**src/tea_pkg.sv**
```systemverilog
// Types, constants and helpers shared by the cipher core, its stages and its checker.
package tea_pkg;

	localparam int unsigned ROUNDS = 32;
	localparam int unsigned STAGES = 2 * ROUNDS;
	localparam logic [31:0] DELTA  = 32'h9E3779B9;

	localparam int unsigned CFG_ADDR_W = 3;
	localparam int unsigned CFG_DATA_W = 32;

	typedef enum logic [CFG_ADDR_W-1:0] {
		REG_KEY_WORD0 = 3'd0,
		REG_KEY_WORD1 = 3'd1,
		REG_KEY_WORD2 = 3'd2,
		REG_KEY_WORD3 = 3'd3,
		REG_DECRYPT   = 3'd4
	} tea_reg_t;

	typedef struct packed {
		logic [31:0] block_left;
		logic [31:0] block_right;
	} tea_in_t;

	typedef struct packed {
		logic [31:0] result_left;
		logic [31:0] result_right;
	} tea_out_t;

	typedef struct packed {
		logic [31:0] v0;
		logic [31:0] v1;
	} tea_blk_t;

	// Per-stage controls for one half round.
	typedef struct packed {
		logic [31:0] sum;
		logic [31:0] key_a;
		logic [31:0] key_b;
		logic        upd_left;
		logic        sub;
	} tea_rnd_t;

	// Running sum after n additions of delta, modulo 2^32.
	function automatic logic [31:0] tea_sum(input int unsigned n);
		logic [63:0] p;
		p = 64'(DELTA) * 64'(n);
		return p[31:0];
	endfunction

endpackage

```
**src/tea_stage.sv**
```systemverilog
// One half round of the cipher with its pipeline register.
module tea_stage (
	input  logic             clk,
	input  logic             arst_n,
	input  logic             advance,
	input  logic             in_vld,
	input  tea_pkg::tea_blk_t in_blk,
	input  tea_pkg::tea_rnd_t rnd,
	output logic             vld,
	output tea_pkg::tea_blk_t blk
);
	import tea_pkg::*;

	logic [31:0] x;
	logic [31:0] y;
	logic [31:0] f;
	logic [31:0] ny;
	tea_blk_t    nxt;
	logic        valid_s;
	tea_blk_t    blk_s;

	always_comb begin
		x   = rnd.upd_left ? in_blk.v1 : in_blk.v0;
		y   = rnd.upd_left ? in_blk.v0 : in_blk.v1;
		f   = ((x << 4) + rnd.key_a) ^ (x + rnd.sum) ^ ((x >> 5) + rnd.key_b);
		ny  = rnd.sub ? (y - f) : (y + f);
		nxt = in_blk;
		if (rnd.upd_left) begin
			nxt.v0 = ny;
		end else begin
			nxt.v1 = ny;
		end
	end

	always_ff @(posedge clk or negedge arst_n) begin
		if (!arst_n) begin
			valid_s <= 1'b0;
		end else if (advance) begin
			valid_s <= in_vld;
		end
	end

	always_ff @(posedge clk) begin
		if (advance && in_vld) begin
			blk_s <= nxt;
		end
	end

	assign vld = valid_s;
	assign blk = blk_s;

endmodule

```
**config.mk**
```make
export PLATFORM = sky130hd
export DESIGN_NAME = tea_stage
export DESIGN_NICKNAME = d
export VERILOG_FILES = /design/src/tea_pkg.sv /design/src/tea_stage.sv
export SDC_FILE = /design/constraint.sdc
export NUM_CORES = 1
export LEC_CHECK = 0
export BUFFER_PORTS_ARGS = -buffer_cell sky130_fd_sc_hd__buf_4
export CAP_MARGIN = 20
export CORE_ASPECT_RATIO = 1.25
export CORE_MARGIN = 3
export CORE_UTILIZATION = 40
export DETAILED_ROUTE_END_ITERATION = 10
export SETUP_SLACK_MARGIN = 0.1
export SKIP_CTS_REPAIR_TIMING = 1
export SLEW_MARGIN = 20
export SYNTH_ARGS = -nofsm -noshare
export SYNTH_HDL_FRONTEND = slang
export SYNTH_SLANG_ARGS = --single-unit
```
**constraint.sdc**
```tcl
create_clock -name clk -period 2.35 [get_ports clk]
set_clock_uncertainty 0.15 [all_clocks]
set_input_delay 0.1175 -clock clk [delete_from_list [all_inputs] [get_ports clk]]
set_output_delay 0.1175 -clock clk [all_outputs]
set_load 0.01 [all_outputs]
```
Word-level counts from Yosys, hierarchy flattened:

Index checks and enable logic that the tools add are counted.

* input port bits: 166
* word-level logic and storage cells: 16
* flip-flop bits (word level): 65
* output and inout port bits: 65

* add/subtract/negate cells: 5
* bitwise gates (word level): 2
* reduce and logical (&&, ||, !) cells: 1
* mux-type cells: 5

Operators with widths (count)
* 32-bit two-way mux: 5
* 32-bit adder: 3
* 32-bit XOR: 2
* 27-bit by 32-bit adder with 32-bit output: 1
* 32-bit subtractor: 1
* 1-bit logical AND: 1

Longest topological paths before layout:

* depth in word-level cells: 7
* mapped depth: 31
* gate-level depth less buffers: 28

Worst setup path before layout:

No wires, ideal clock.

* path kind: input -> register
* start: input rnd[1] in the netlist's numbering
* end: register blk_s, in the netlist blk[63] (data pin)
* setup slack: -4.798 ns
* data arrival time: 6.739 ns
* stages: 30
* path through: clkbuf_1 -> clkbuf_1 -> buf_1 -> mux2_2 -> ha_1 -> fa_1 -> a21o_1 -> o211a_1 -> o21ai_0 -> and3_1 -> xnor3_1 -> nor3_1 -> and3b_1 -> and3_1 -> nor2_1 -> xor2_1 -> ha_1 -> a21o_1 -> a211oi_1 -> o21ai_0 -> a21o_1 -> a41o_1 -> a21oi_1 -> o31ai_1 -> a221oi_1 -> o21ai_0 -> xnor2_1 -> xnor2_1 -> xnor2_1 -> mux2_2

RTL lines
* start, declared: RTL line tea_stage.sv:8 `input tea_pkg::tea_rnd_t rnd,`
* end signal, assigned: RTL line tea_stage.sv:45 `blk_s <= nxt;`
* end, declared: RTL line tea_stage.sv:20 `tea_blk_t blk_s;`

==> metrics.csv <==
stage;metric;value;unit
placed_design;dp_hpwl;31.17;mm
synthesis;ys_async_sr_fraction;1.538;%
outcome;status;complete, but fails checks;
placed_design;port_buffers;230;
synthesis;synth_fp_nets;1514;
placed_design;place.gp.congestion;0.9355;
global_route;grt_antenna_before_repair;0;
synthesis;synth_area;10480;µm²
route;dr_total_vias;11723;
die;ios;231;
synthesis;synth_top_family_by_area;compound AO/OA/AOI/OAI gates;
worst_setup_path;reg2reg_to;vld;
synthesis;avgSynthCellArea;8.542;µm²
sta;fin_crit;5.948;ns
global_route;grt_max_degree;65;
outcome;violations;hold timing, setup timing;
clocking;cts_root_buf;clkbuf_16;
route;postRouteAntennaNets;0;
global_route;gr-total-overflow;0;
synthesis;yosysTopAreaCell;edfxtp_1;
synthesis;yosys-top-cells-area;edfxtp_1 (18%), ha_1 (14%), xnor2_1 (12%);
worst_setup_path;cp.required;2.28;ns
clocking;cts_tree;built;
route;post_drt_wl_per_cell;16.60;µm
power_and_ir_drop;p_total;18.21;mW
global_route;grt_pass1_vias;11313;
synthesis;yosysSeqAreaShare;18.57;%
min_path;min-delay-start;in_blk[41];
worst_setup_path;reg2reg_depth;2;
sta;max_freq;168.1;MHz
sta;slew_headroom;70.47;%
worst_setup_path;r2r_slack;0.88;ns
sta;holdWs;-0.01682;ns
sta;final-hold-violation-count;3;
sta;rsz0062_at_grt;yes;
worst_setup_path;arrival;5.88;ns
sta;slew_violations;0;
die;die_area;28190;µm²
job;drv_cap;0;
route;drc;0;
cells_and_area;antenna_cells;0;
synthesis;yosysMostFrequentCell;xnor2_1;
cells_and_area;nNetsFinal;2219;
sta;tightest_slew;0.4418;ns
clocking;numCtsBuffers;9;
sta;fin_crit_sh;253.1;%
placed_design;place_inst;2209;
route;firstDrtPassIters;5;
die;core_area;25540;µm²
cells_and_area;area_growth;67.72;%
clocking;numClockSinks;65;
route;routed_wl;37.71;mm
power_and_ir_drop;power.density;1036;nW/µm²
synthesis;synth-compound-area-share;22.53;%
synthesis;synthCells;1227;
worst_setup_path;critical_path_class;primary input to register;
worst_setup_path;r2r_start;vld;
synthesis;synth-edff-count;64;
synthesis;synth_flop_cell;edfxtp_1;
synthesis;synthAdderAreaFrac;14.73;%
die;initial_utilization;41.04;%
route;viasPerCell;5.160;
die;fp.dieH;187.0;µm
power_and_ir_drop;leakage;8.399;nW
global_route;grt_pass1_wl;55.46;mm
clocking;clockBufferDepth;2;
route;drtIter0Drc;642;
min_path;min_delay_path_depth;3;
clocking;clk_pin_slew_worst_paths;0.06;ns
synthesis;yosysWarnings;0;
synthesis;synthSimpleGateAreaFrac;14.96;%
global_route;track_usage;24.33;%
sta;worst_slack;-3.598;ns
synthesis;ys_ff_latch;65;
worst_setup_path;startpoint_type;primary input;
die;dieWidth;150.8;µm
sta;finalSetupViolCount;62;
worst_setup_path;critical_path.endpoint_type;register;
clocking;htree_levels;3;
power_and_ir_drop;peakVddDrop;584.9;µV
die;std_cell_rows;65;
min_path;hold_path_end;blk[41];
synthesis;synth_mux_area_share;8.750;%
cells_and_area;finalNonFillerCells;2272;
clocking;clkLatencyLatePin;0.33;ns
synthesis;synth_top_area_share;18.34;%
synthesis;synthTopCellsByCount;xnor2_1 (144), nand2_1 (121), ha_1 (117);
cells_and_area;drive_gt1_share;49.10;%
worst_setup_path;cp_max_fo;7;
synthesis;synthDistinctLibCells;80;
min_path;min-delay-path-class;primary input to register;
synthesis;yosys.area_share.xor_xnor;17.76;%
==> cells in the final DEF (no fill, tap or decap), types with 8 or more instances in the layout <==
cell           instances
o21a_1                28
nand2b_1              22
nor2_1                63
inv_1                 39
and2_1                 8
xnor2_1              122
and3_1                10
a21oi_1               74
a21oi_2               23
a31oi_1               19
buf_4                686
nand4_1               10
dlygate4sd3_1         25
ha_4                  13
xnor2_2               22
mux2_4                13
edfxtp_1              64
xor2_1                40
nand2_1              113
buf_6                 11
o21ai_0               47
nand3_1               26
clkbuf_16             10
o21ai_2                8
o21ai_1               15
o211ai_1               9
mux2_2                64
nor2b_1               10
ha_1                 100
a21o_1                60
==> stage by stage <==
| step | instance area [µm²] | worst slack [ns] | utilization, % | hold slack, ns | TNS (ns) |
|---|---|---|---|---|---|
| floorplan | 10760 | -3.725 | - | -0.3281 | -148.74 |
| global placement | 16120 | -4.007 | 63.14 | -0.2565 | -170.69 |
| detailed placement | 16120 | -4.018 | 63.14 | -0.2564 | -174.03 |
| CTS | 16410 | -3.704 | 64.26 | -0.6059 | -153.37 |
| global route | 17580 | -3.892 | 68.84 | -0.007563 | -158.74 |
| finish | 17580 | -3.598 | 68.84 | -0.01682 | -146.08 |
==> routing by layer <==
metal,track usage [%],vias up,part of all wire [%]
met2,41.29,294,49
met5,0,-,0
li1,-,5937,-
met1,33.64,5460,44
met4,6.036,0,1.9
met3,1.430,32,4.5
==> sequential cells by signal (all words and copies together) (netlist names) <==
signal  cells
vld         1
blk        64
==> logic make-up after synthesis <==
group                    count (synthesis)
AO/OA/AOI/OAI                          361
XOR/XNOR                               199
AND/OR/NAND/NOR                        324
multiplexers                            82
adder cells (fa/ha/maj)                121
flip-flops                              65
buffers and inverters                   75
==> worst max-delay path: stages <==
cell and delay (ns):
buf_16 0.13, buf_6 0.12, mux2_4 0.33, ha_4 0.18
fa_2 0.35, a21o_1 0.19, o211a_1 0.26, buf_4 0.14
o21ai_2 0.15, buf_4 0.16, nand2_1 0.08, a31oi_1 0.22
xnor2_1 0.21, xor2_1 0.25, and4bb_2 0.31, and3_4 0.22
nor2_1 0.05, xor2_1 0.14, ha_1 0.33, a21oi_1 0.19
nand2_1 0.09, o221ai_2 0.22, o211ai_1 0.13, o31a_1 0.28
or4_1 0.41, a31oi_1 0.20, xnor2_1 0.12, mux2_2 0.28
==> where the power goes <==
part           switching, mW  leakage, nW  total, mW  internal [mW]
logic                   6.88         7.65       14.9           8.04
clock network          0.494        0.136       1.31          0.813
registers             0.0933        0.609       1.98           1.89
total                   7.47         8.40       18.2           10.7
==> area by class of cell <==
class	instances	area (µm²)
Clock inverter	6	58.81
Sequential cell	65	1947
Timing Repair Buffer	727	5627
Tap cell	335	419.2
Fill cell	2067	7958
Inverter	42	157.7
Multi-Input combinational cell	1087	9141
Clock buffer	10	229.0
==> how the worst max path moves through the flow <==
stage | cells past startpoint | end | startpoint
floorplan | 29 | blk[63] | rnd[1]
global placement | 27 | blk[62] | rnd[1]
detailed placement | 29 | blk[63] | rnd[1]
CTS | 28 | blk[30] | rnd[1]
global route | 28 | blk[62] | rnd[1]
finish | 28 | blk[62] | rnd[1]
Power figures use the tool's default switching activity.
